`config.mk`:
```
export PLATFORM = sky130hd
export DESIGN_NAME = accumulator_cpu_32_word_store_flat
export DESIGN_NICKNAME = d
export VERILOG_FILES = /design/src/rtl/acs_pkg.sv /design/src/rtl/acs_if.sv /design/src/rtl/acs_store.sv /design/src/rtl/accumulator_cpu_32_word_store.sv /design/src/flat_wrapper.sv
export SDC_FILE = /design/constraint.sdc
export NUM_CORES = 2
export LEC_CHECK = 0
export ABC_AREA = 0
export CORE_UTILIZATION = 55
export DETAILED_ROUTE_END_ITERATION = 7
export DONT_BUFFER_PORTS = 1
export PLACE_DENSITY = 0.7
export SLEW_MARGIN = 20
export SYNTH_ARGS = -nofsm -noshare
export SYNTH_HDL_FRONTEND = slang
export SYNTH_HIERARCHICAL = 1
export SYNTH_SLANG_ARGS = --single-unit
```
`constraint.sdc`:
```
create_clock -name clk -period 5.6 [get_ports clk]
set_clock_uncertainty 0.1 [all_clocks]
set_input_delay 0.56 -clock clk [delete_from_list [all_inputs] [get_ports clk]]
set_output_delay 0.56 -clock clk [all_outputs]
set_load 0.01 [all_outputs]
```
`src/rtl/acs_pkg.sv`:
```
package acs_pkg;

  localparam int unsigned STORE_WORDS = 32;
  localparam int unsigned ADDR_W      = 5;
  localparam int unsigned WORD_W      = 32;
  localparam int unsigned ACT_W       = 3;
  localparam int unsigned OP_LSB      = 13;

  typedef logic [WORD_W-1:0] word_t;
  typedef logic [ADDR_W-1:0] addr_t;

  typedef enum logic [ACT_W-1:0] {
    ACT_STEP    = 3'd0,
    ACT_DEPOSIT = 3'd1,
    ACT_EXAMINE = 3'd2,
    ACT_SET_CTR = 3'd3,
    ACT_SET_ACC = 3'd4
  } act_t;

  localparam logic [2:0] OP_JMP  = 3'd0;
  localparam logic [2:0] OP_JRP  = 3'd1;
  localparam logic [2:0] OP_LDN  = 3'd2;
  localparam logic [2:0] OP_STO  = 3'd3;
  localparam logic [2:0] OP_SUB  = 3'd4;
  localparam logic [2:0] OP_SUB2 = 3'd5;
  localparam logic [2:0] OP_SKN  = 3'd6;
  localparam logic [2:0] OP_STP  = 3'd7;

  typedef enum logic [1:0] {
    S_IDLE,
    S_ACT,
    S_FETCH,
    S_OPER
  } state_t;

  typedef struct packed {
    logic  re;
    addr_t raddr;
    logic  we;
    addr_t waddr;
    word_t wdata;
  } mem_req_t;

endpackage

```
`src/rtl/acs_if.sv`:
```
interface acs_in_if;
  logic                                valid;
  logic                                ready;
  logic [acs_pkg::ACT_W-1:0]           action;
  logic [acs_pkg::ADDR_W-1:0]          address;
  logic [acs_pkg::WORD_W-1:0]          data;

  modport source (output valid, output action, output address, output data, input ready);
  modport sink   (input valid, input action, input address, input data, output ready);
endinterface

interface acs_out_if;
  logic                                valid;
  logic                                ready;
  logic                                status;
  logic [acs_pkg::WORD_W-1:0]          read_data;
  logic [acs_pkg::ADDR_W-1:0]          counter_out;
  logic signed [acs_pkg::WORD_W-1:0]   accumulator_out;
  logic [acs_pkg::WORD_W-1:0]          instruction_out;

  modport source (output valid, output status, output read_data, output counter_out,
                  output accumulator_out, output instruction_out, input ready);
  modport sink   (input valid, input status, input read_data, input counter_out,
                  input accumulator_out, input instruction_out, output ready);
endinterface

```
`src/rtl/acs_store.sv`:
```
module acs_store (
  input  logic              clk,
  input  logic              rst_n,
  input  acs_pkg::mem_req_t req,
  output acs_pkg::word_t    rdata
);
  import acs_pkg::*;

  word_t                  mem [STORE_WORDS];
  logic [STORE_WORDS-1:0] valid_r;
  word_t                  rdata_r;

  // written entries only; unwritten words read as zero
  always_ff @(posedge clk) begin
    if (!rst_n) begin
      valid_r <= '0;
    end else if (req.we) begin
      valid_r[req.waddr] <= 1'b1;
    end
  end

  always_ff @(posedge clk) begin
    if (req.we) begin
      mem[req.waddr] <= req.wdata;
    end
  end

  // write-first on a same-entry collision
  always_ff @(posedge clk) begin
    if (req.re) begin
      if (req.we && (req.waddr == req.raddr)) begin
        rdata_r <= req.wdata;
      end else if (valid_r[req.raddr]) begin
        rdata_r <= mem[req.raddr];
      end else begin
        rdata_r <= '0;
      end
    end
  end

  assign rdata = rdata_r;

endmodule

```
`src/rtl/accumulator_cpu_32_word_store.sv`:
```
// channel | dir | beat contents                                         | handshake
// in_ch   | in  | action, address, data                                 | valid/ready
// out_ch  | out | status, read_data, counter_out, accumulator_out,      | valid/ready
//         |     | instruction_out                                       |
// Deposit, examine, set counter and set accumulator end in S_ACT, so they
// stream one per cycle while out_ch is not stalled. A step ends in S_FETCH
// (store, skip, stop) or in S_OPER (jumps, load negated, subtract: operand
// read), as the store has a single read port. Reset clears the state and the
// store's written-entry flags. A full result register with out_ch.ready low
// holds the engine; in_ch.ready stays high while the engine is idle.
module accumulator_cpu_32_word_store (
  input logic  clk,
  input logic  rst_n,
  acs_in_if.sink    in_ch,
  acs_out_if.source out_ch
);
  import acs_pkg::*;

  state_t            state_r, state_nxt;
  logic [ACT_W-1:0]  act_r;
  addr_t             addr_r;
  word_t             data_r;
  addr_t             ctr_r, ctr_nxt, ctr_upd;
  word_t             acc_r, acc_nxt;
  word_t             pinst_r, pinst_nxt;
  word_t             rdata;
  mem_req_t          req;
  logic              fin, status, out_free, in_fire;
  word_t             rd;
  logic [2:0]        op;

  logic              out_valid_r;
  logic              out_status_r;
  word_t             out_rd_r;
  addr_t             out_ctr_r;
  word_t             out_acc_r;
  word_t             out_inst_r;

  acs_store u_store (
    .clk   (clk),
    .rst_n (rst_n),
    .req   (req),
    .rdata (rdata)
  );

  assign out_free = !out_valid_r || out_ch.ready;
  assign in_ch.ready = (state_r == S_IDLE) || fin;
  assign in_fire = in_ch.valid && in_ch.ready;

  always_comb begin
    fin       = 1'b0;
    status    = 1'b0;
    rd        = '0;
    ctr_upd   = ctr_r;
    acc_nxt   = acc_r;
    pinst_nxt = pinst_r;
    req       = '0;
    state_nxt = state_r;
    op        = rdata[OP_LSB +: 3];

    case (state_r)
      S_ACT: begin
        if (out_free) begin
          fin = 1'b1;
          case (act_r)
            ACT_DEPOSIT: begin
              req.we    = 1'b1;
              req.waddr = addr_r;
              req.wdata = data_r;
            end
            ACT_EXAMINE: rd = rdata;
            ACT_SET_CTR: ctr_upd = data_r[ADDR_W-1:0];
            ACT_SET_ACC: acc_nxt = data_r;
            default: ;
          endcase
        end
      end
      S_FETCH: begin
        if (op inside {OP_JMP, OP_JRP, OP_LDN, OP_SUB, OP_SUB2}) begin
          pinst_nxt = rdata;
          req.re    = 1'b1;
          req.raddr = rdata[ADDR_W-1:0];
          state_nxt = S_OPER;
        end else if (out_free) begin
          fin       = 1'b1;
          pinst_nxt = rdata;
          case (op)
            OP_STO: begin
              req.we    = 1'b1;
              req.waddr = rdata[ADDR_W-1:0];
              req.wdata = acc_r;
            end
            OP_SKN: begin
              if (acc_r[WORD_W-1]) ctr_upd = ctr_r + addr_t'(1);
            end
            OP_STP: status = 1'b1;
            default: ;
          endcase
        end
      end
      S_OPER: begin
        if (out_free) begin
          fin = 1'b1;
          case (pinst_r[OP_LSB +: 3])
            OP_JMP:          ctr_upd = rdata[ADDR_W-1:0];
            OP_JRP:          ctr_upd = ctr_r + rdata[ADDR_W-1:0];
            OP_LDN:          acc_nxt = word_t'(0) - rdata;
            OP_SUB, OP_SUB2: acc_nxt = acc_r - rdata;
            default: ;
          endcase
        end
      end
      default: ;
    endcase

    if (fin) state_nxt = S_IDLE;

    ctr_nxt = ctr_upd;
    if (in_fire) begin
      req.re = 1'b1;
      if (in_ch.action == ACT_STEP) begin
        ctr_nxt   = ctr_upd + addr_t'(1);
        req.raddr = ctr_nxt;
        state_nxt = S_FETCH;
      end else begin
        req.raddr = in_ch.address;
        state_nxt = S_ACT;
      end
    end
  end

  always_ff @(posedge clk) begin
    if (!rst_n) begin
      state_r <= S_IDLE;
      ctr_r   <= '0;
      acc_r   <= '0;
      pinst_r <= '0;
    end else begin
      state_r <= state_nxt;
      ctr_r   <= ctr_nxt;
      acc_r   <= acc_nxt;
      pinst_r <= pinst_nxt;
    end
  end

  always_ff @(posedge clk) begin
    if (in_fire) begin
      act_r  <= in_ch.action;
      addr_r <= in_ch.address;
      data_r <= in_ch.data;
    end
  end

  always_ff @(posedge clk) begin
    if (!rst_n) begin
      out_valid_r <= 1'b0;
    end else if (fin) begin
      out_valid_r <= 1'b1;
    end else if (out_ch.ready) begin
      out_valid_r <= 1'b0;
    end
  end

  always_ff @(posedge clk) begin
    if (fin) begin
      out_status_r <= status;
      out_rd_r     <= rd;
      out_ctr_r    <= ctr_upd;
      out_acc_r    <= acc_nxt;
      out_inst_r   <= pinst_nxt;
    end
  end

  assign out_ch.valid           = out_valid_r;
  assign out_ch.status          = out_status_r;
  assign out_ch.read_data       = out_rd_r;
  assign out_ch.counter_out     = out_ctr_r;
  assign out_ch.accumulator_out = out_acc_r;
  assign out_ch.instruction_out = out_inst_r;

endmodule

```
`src/flat_wrapper.sv`:
```
// flat-port wrapper written by rule: the top's interface ports become plain ports
module accumulator_cpu_32_word_store_flat import acs_pkg::*;
  (clk, rst_n, in_ch_valid, in_ch_action, in_ch_address, in_ch_data, in_ch_ready, out_ch_valid, out_ch_status, out_ch_read_data, out_ch_counter_out, out_ch_accumulator_out, out_ch_instruction_out, out_ch_ready);
  acs_in_if in_ch_i ();
  acs_out_if out_ch_i ();
  input logic clk;
  input logic rst_n;
  input wire logic [$bits(in_ch_i.valid)-1:0] in_ch_valid;
  input wire logic [$bits(in_ch_i.action)-1:0] in_ch_action;
  input wire logic [$bits(in_ch_i.address)-1:0] in_ch_address;
  input wire logic [$bits(in_ch_i.data)-1:0] in_ch_data;
  output wire logic [$bits(in_ch_i.ready)-1:0] in_ch_ready;
  output wire logic [$bits(out_ch_i.valid)-1:0] out_ch_valid;
  output wire logic [$bits(out_ch_i.status)-1:0] out_ch_status;
  output wire logic [$bits(out_ch_i.read_data)-1:0] out_ch_read_data;
  output wire logic [$bits(out_ch_i.counter_out)-1:0] out_ch_counter_out;
  output wire logic [$bits(out_ch_i.accumulator_out)-1:0] out_ch_accumulator_out;
  output wire logic [$bits(out_ch_i.instruction_out)-1:0] out_ch_instruction_out;
  input wire logic [$bits(out_ch_i.ready)-1:0] out_ch_ready;
  assign in_ch_i.valid = in_ch_valid;
  assign in_ch_i.action = in_ch_action;
  assign in_ch_i.address = in_ch_address;
  assign in_ch_i.data = in_ch_data;
  assign in_ch_ready = in_ch_i.ready;
  assign out_ch_valid = out_ch_i.valid;
  assign out_ch_status = out_ch_i.status;
  assign out_ch_read_data = out_ch_i.read_data;
  assign out_ch_counter_out = out_ch_i.counter_out;
  assign out_ch_accumulator_out = out_ch_i.accumulator_out;
  assign out_ch_instruction_out = out_ch_i.instruction_out;
  assign out_ch_i.ready = out_ch_ready;
  accumulator_cpu_32_word_store u_core (.clk(clk), .rst_n(rst_n), .in_ch(in_ch_i), .out_ch(out_ch_i));
endmodule
```
==> impl_results.md <==
* CP required at 5980 ps
* Worst r2r dst: u_core/u_store/rdata[22]
* Ys Warns at 6
* Top cells by area, synth: edfxtp_1 (67%), mux4_2 (8.4%), dfxtp_1 (3.9%)
* Largest net degree at the start of global routing at just under 80
* Clock-pin slew on the worst setup and hold paths at approximately 60 ps
* Vias at approximately 30000
* Status: finished clean
* Tcrit/Tclk final at 0.9389
* CP Capture Type: flop
* Post-Syn Area per Cell at approximately 17 sq um
* Router iterations before antenna repair at 6
* Worst-Skew Late Latency at between 700 and 800 ps
* Top cells by count, synth: edfxtp_1 (1198), mux4_2 (199), mux2i_1 (163), nand2_1 (158), and2_1 (108)
* Leak at 21.66 nW
* Gr usage total at 0.2888
* CP cell instances: nand3b_1, nor2_4, mux2_2, a22oi_1, o221ai_1, o21a_1, o21ai_4, buf_12, buf_12, mux4_2, a221oi_1, o21ai_0, o21ai_1, o31ai_2
* Max-cap violations at 0
* Final-report max-slew violation count at 0
* RSZ-0062 raised after global routing: no
* Slew HR at 0.3452
* Via/cell ratio at around 6.6
* Initial antenna violation count at 2
* Max layer used: met4
* Area grow syn2layout at 12.93%
* Worst min path class: in -> reg
* P per Cell Area at ~340 nW/um^2
* I/O Pins at around 150
* Layout net count at 3330
* Synth cell types at slightly above 90
* Total power at slightly above 20 mW
* Num CTS Buffers at around 130
* Htree depth at 4
* Async SR Flop Fraction at 0
* F_max at 0.1902 GHz
* Setup_tns at 0 ps
* Post-DP HPWL at roughly 86000 um
* FF-to-FF Start: u_core/act_r[2]
* Final hold vios at 0
* Family with the most delay on the worst path: compound AO/OA/AOI/OAI gates
* Largest area contributor in the netlist: edfxtp_1
* DR WL met2 at 69550 um
* Die width at 314.2 um
* WL/cell at ~30 um
* Worst Hold End: u_core/state_r[1]
* Crit start category: flop
* Mapped Cells at between 3000 and 4000
* R2R cell count at 14
* Buf/Inv on CP at 2
* Die height at 314.2 um
* Vias in the first global route at 30180
* Crit Path Class: reg -> reg
* Crit-path max cell delay at approximately 600 ps
* Critical Path Fanout Max at 33
* Core box area at between 90000 and 100000 sq um
* Routed met3 length at ~14000 um
* # setup viols final at 0
* EDFF count, synth at about 1200
* CTS max path bufs at 3
* First-pass GRT wire length at ~200000 um
* Wl on met1 at 54120 um
* Initial cell density of the core at 0.5551
* Post-route DRC at 0
* Initial DRC count at between 3000 and 4000
* Top cell type's share of synthesized area at 0.6712
* Fin util at 0.6268
* Layout cells sized above 1 at 0.2053
* Hold Path Depth at 3
* Beginning of the worst hold path: in_ch_action[2]
* Root buf cell: clkbuf_16
* GPL Wtd Cong at 0.8726
* Total nets after synthesis at 3219
* Total grt overflow at 0
* Most used cell, CP: buf_12
* Antenna-violating nets left at 0
* FF+latch count, synth at 1302
* FP Rows at between 100 and 150
* Measured slew at the worst slew-check pin at approximately 1000 ps
* Mapped cell area at between 50000 and 60000 sq um
* Crit-path slowest cell: o21ai_4
* Die area at ~100000 sq um
* Final worst path period need at approximately 5300 ps
* CTS tree: yes
* Post-cts sizing count at 0
* CTS sink cnt at approximately 1300
* Primary FF master, synth: edfxtp_1
* R2r setup slk at ~340 ps
* Critical Path AT at 5630 ps
* Total length of routed wires at 141400 um
* Seq/Total Area, Yosys at 0.7100
* Worst VDD drop at 0.2258 mV
* Most common cell in the synthesized netlist: edfxtp_1
* # port buffers at 0
==> kinds of logic (layout without fill, tap and decap cells) <==
logic type	after synthesis	count (layout)	synth area share
buf+inv	253	465	0.02353
xor+xnor	27	27	0.004412
mux	396	396	0.1213
other cells	0	1	0
simple gates	533	533	0.05171
fa+ha+maj	50	50	0.01195
flops	1302	1302	0.7100
compound gates	564	564	0.07710
==> power breakdown <==
part / total [mW] / internal [mW] / switching (mW)
clock: 8.24 / 4.62 / 3.61
combinational: 1.60 / 0.626 / 0.975
sequential: 10.8 / 10.6 / 0.136
==> worst register-to-register path, stage by stage, from the launching register on <==
cell and delay [ps]:
edfxtp_1 490, nand3b_1 310, nor2_4 240, mux2_2 370, a22oi_1 150, o221ai_1 360, o21a_1 330, o21ai_4 590
buf_12 320, buf_12 350, mux4_2 610, a221oi_1 320, o21ai_0 230, o21ai_1 170, o31ai_2 70
==> metal layers <==
layer  vias up  track usage
met5         -            0
met1     15710       0.3932
met4         0      0.09424
li1      12720            -
met3       260      0.04855
met2      1665       0.4768
==> layout by cell type, fill, tap and decap left out, drive strengths merged, types with 7 or more instances in the layout <==
cell         synthesis  final
a21o                17     17
and3                11     11
buf                 81    124
a222oi              12     12
clkinv               0     50
inv                 67     71
ha                  48     48
nor2                89     89
mux4               199    199
a21oi               83     83
a22oi               89     89
o22ai                9      9
nor3                10     10
mux2                34     34
nand2b              16     16
dlygate4sd3          0     40
dfxtp              104    104
nand3b               8      8
nor2b               54     54
a22o                 9      9
or3                 10     10
nand4               11     11
xnor2               15     15
edfxtp            1198   1198
o21a                39     39
a31oi               10     10
clkbuf             105    175
o211ai              12     12
a32o                24     24
a221oi              48     48
o21ai              120    120
mux2i              163    163
and2               109    109
o31ai               43     43
nand3               24     24
nand2              161    161
a31o                 7      7
xor2                12     12
==> layout make-up <==
class / count / area (sq um)
Antenna cell: 1 / 2.502
Clock buffer: 175 / 3598
Clock inverter: 59 / 427.9
Fill cell: 6584 / 36040
Inverter: 67 / 254.0
Multi-Input combinational cell: 1570 / 14830
Sequential cell: 1302 / 38060
Tap cell: 1276 / 1597
Timing Repair Buffer: 164 / 1764
==> repair_timing <==
item	4_1_cts	5_1_grt
hold endpoints to repair	114	0
hold buffers	41	0
setup buffers	0	0
==> per-stage QoR <==
stage,instance area (sq um),worst slack (ps),instances,hold WS [ps]
after detailed placement,55950,399.8,4338,353.1
after floorplan,53600,1038,3125,335.4
after CTS,60400,400.3,4613,3.131
after global routing,60520,101.2,4613,31.93
after global placement,55950,433.4,4338,341.6
final,60530,342.4,4614,54.87
==> worst max path at each step <==
stage,startpoint,endpoint,depth (start not counted)
after global placement,u_core/act_r[2],u_core/u_store/rdata[21],14
after detailed placement,u_core/act_r[2],u_core/u_store/rdata[20],14
after CTS,u_core/act_r[2],u_core/u_store/rdata[21],14
after global routing,u_core/ctr_r[0],u_core/u_store/rdata[4],18
after floorplan,out_ch_ready,u_core/u_store/mem[10][0],11
final,u_core/act_r[2],u_core/u_store/rdata[22],14
==> flip-flops by register name (all words and copies together) (netlist names) <==
name,count
u_core/out_ch.read_data,32
u_core/pinst_r,32
u_core/act_r,3
u_core/addr_r,5
u_core/u_store/valid_r,32
u_core/out_ch.status,1
u_core/acc_r,32
u_core/out_ch.accumulator_out,32
u_core/out_ch.valid,1
u_core/u_store/rdata,32
u_core/data_r,32
u_core/u_store/mem,1024
u_core/out_ch.instruction_out,32
u_core/ctr_r,5
u_core/out_ch.counter_out,5
u_core/state_r,2
(Power assumes the default switching activity.)
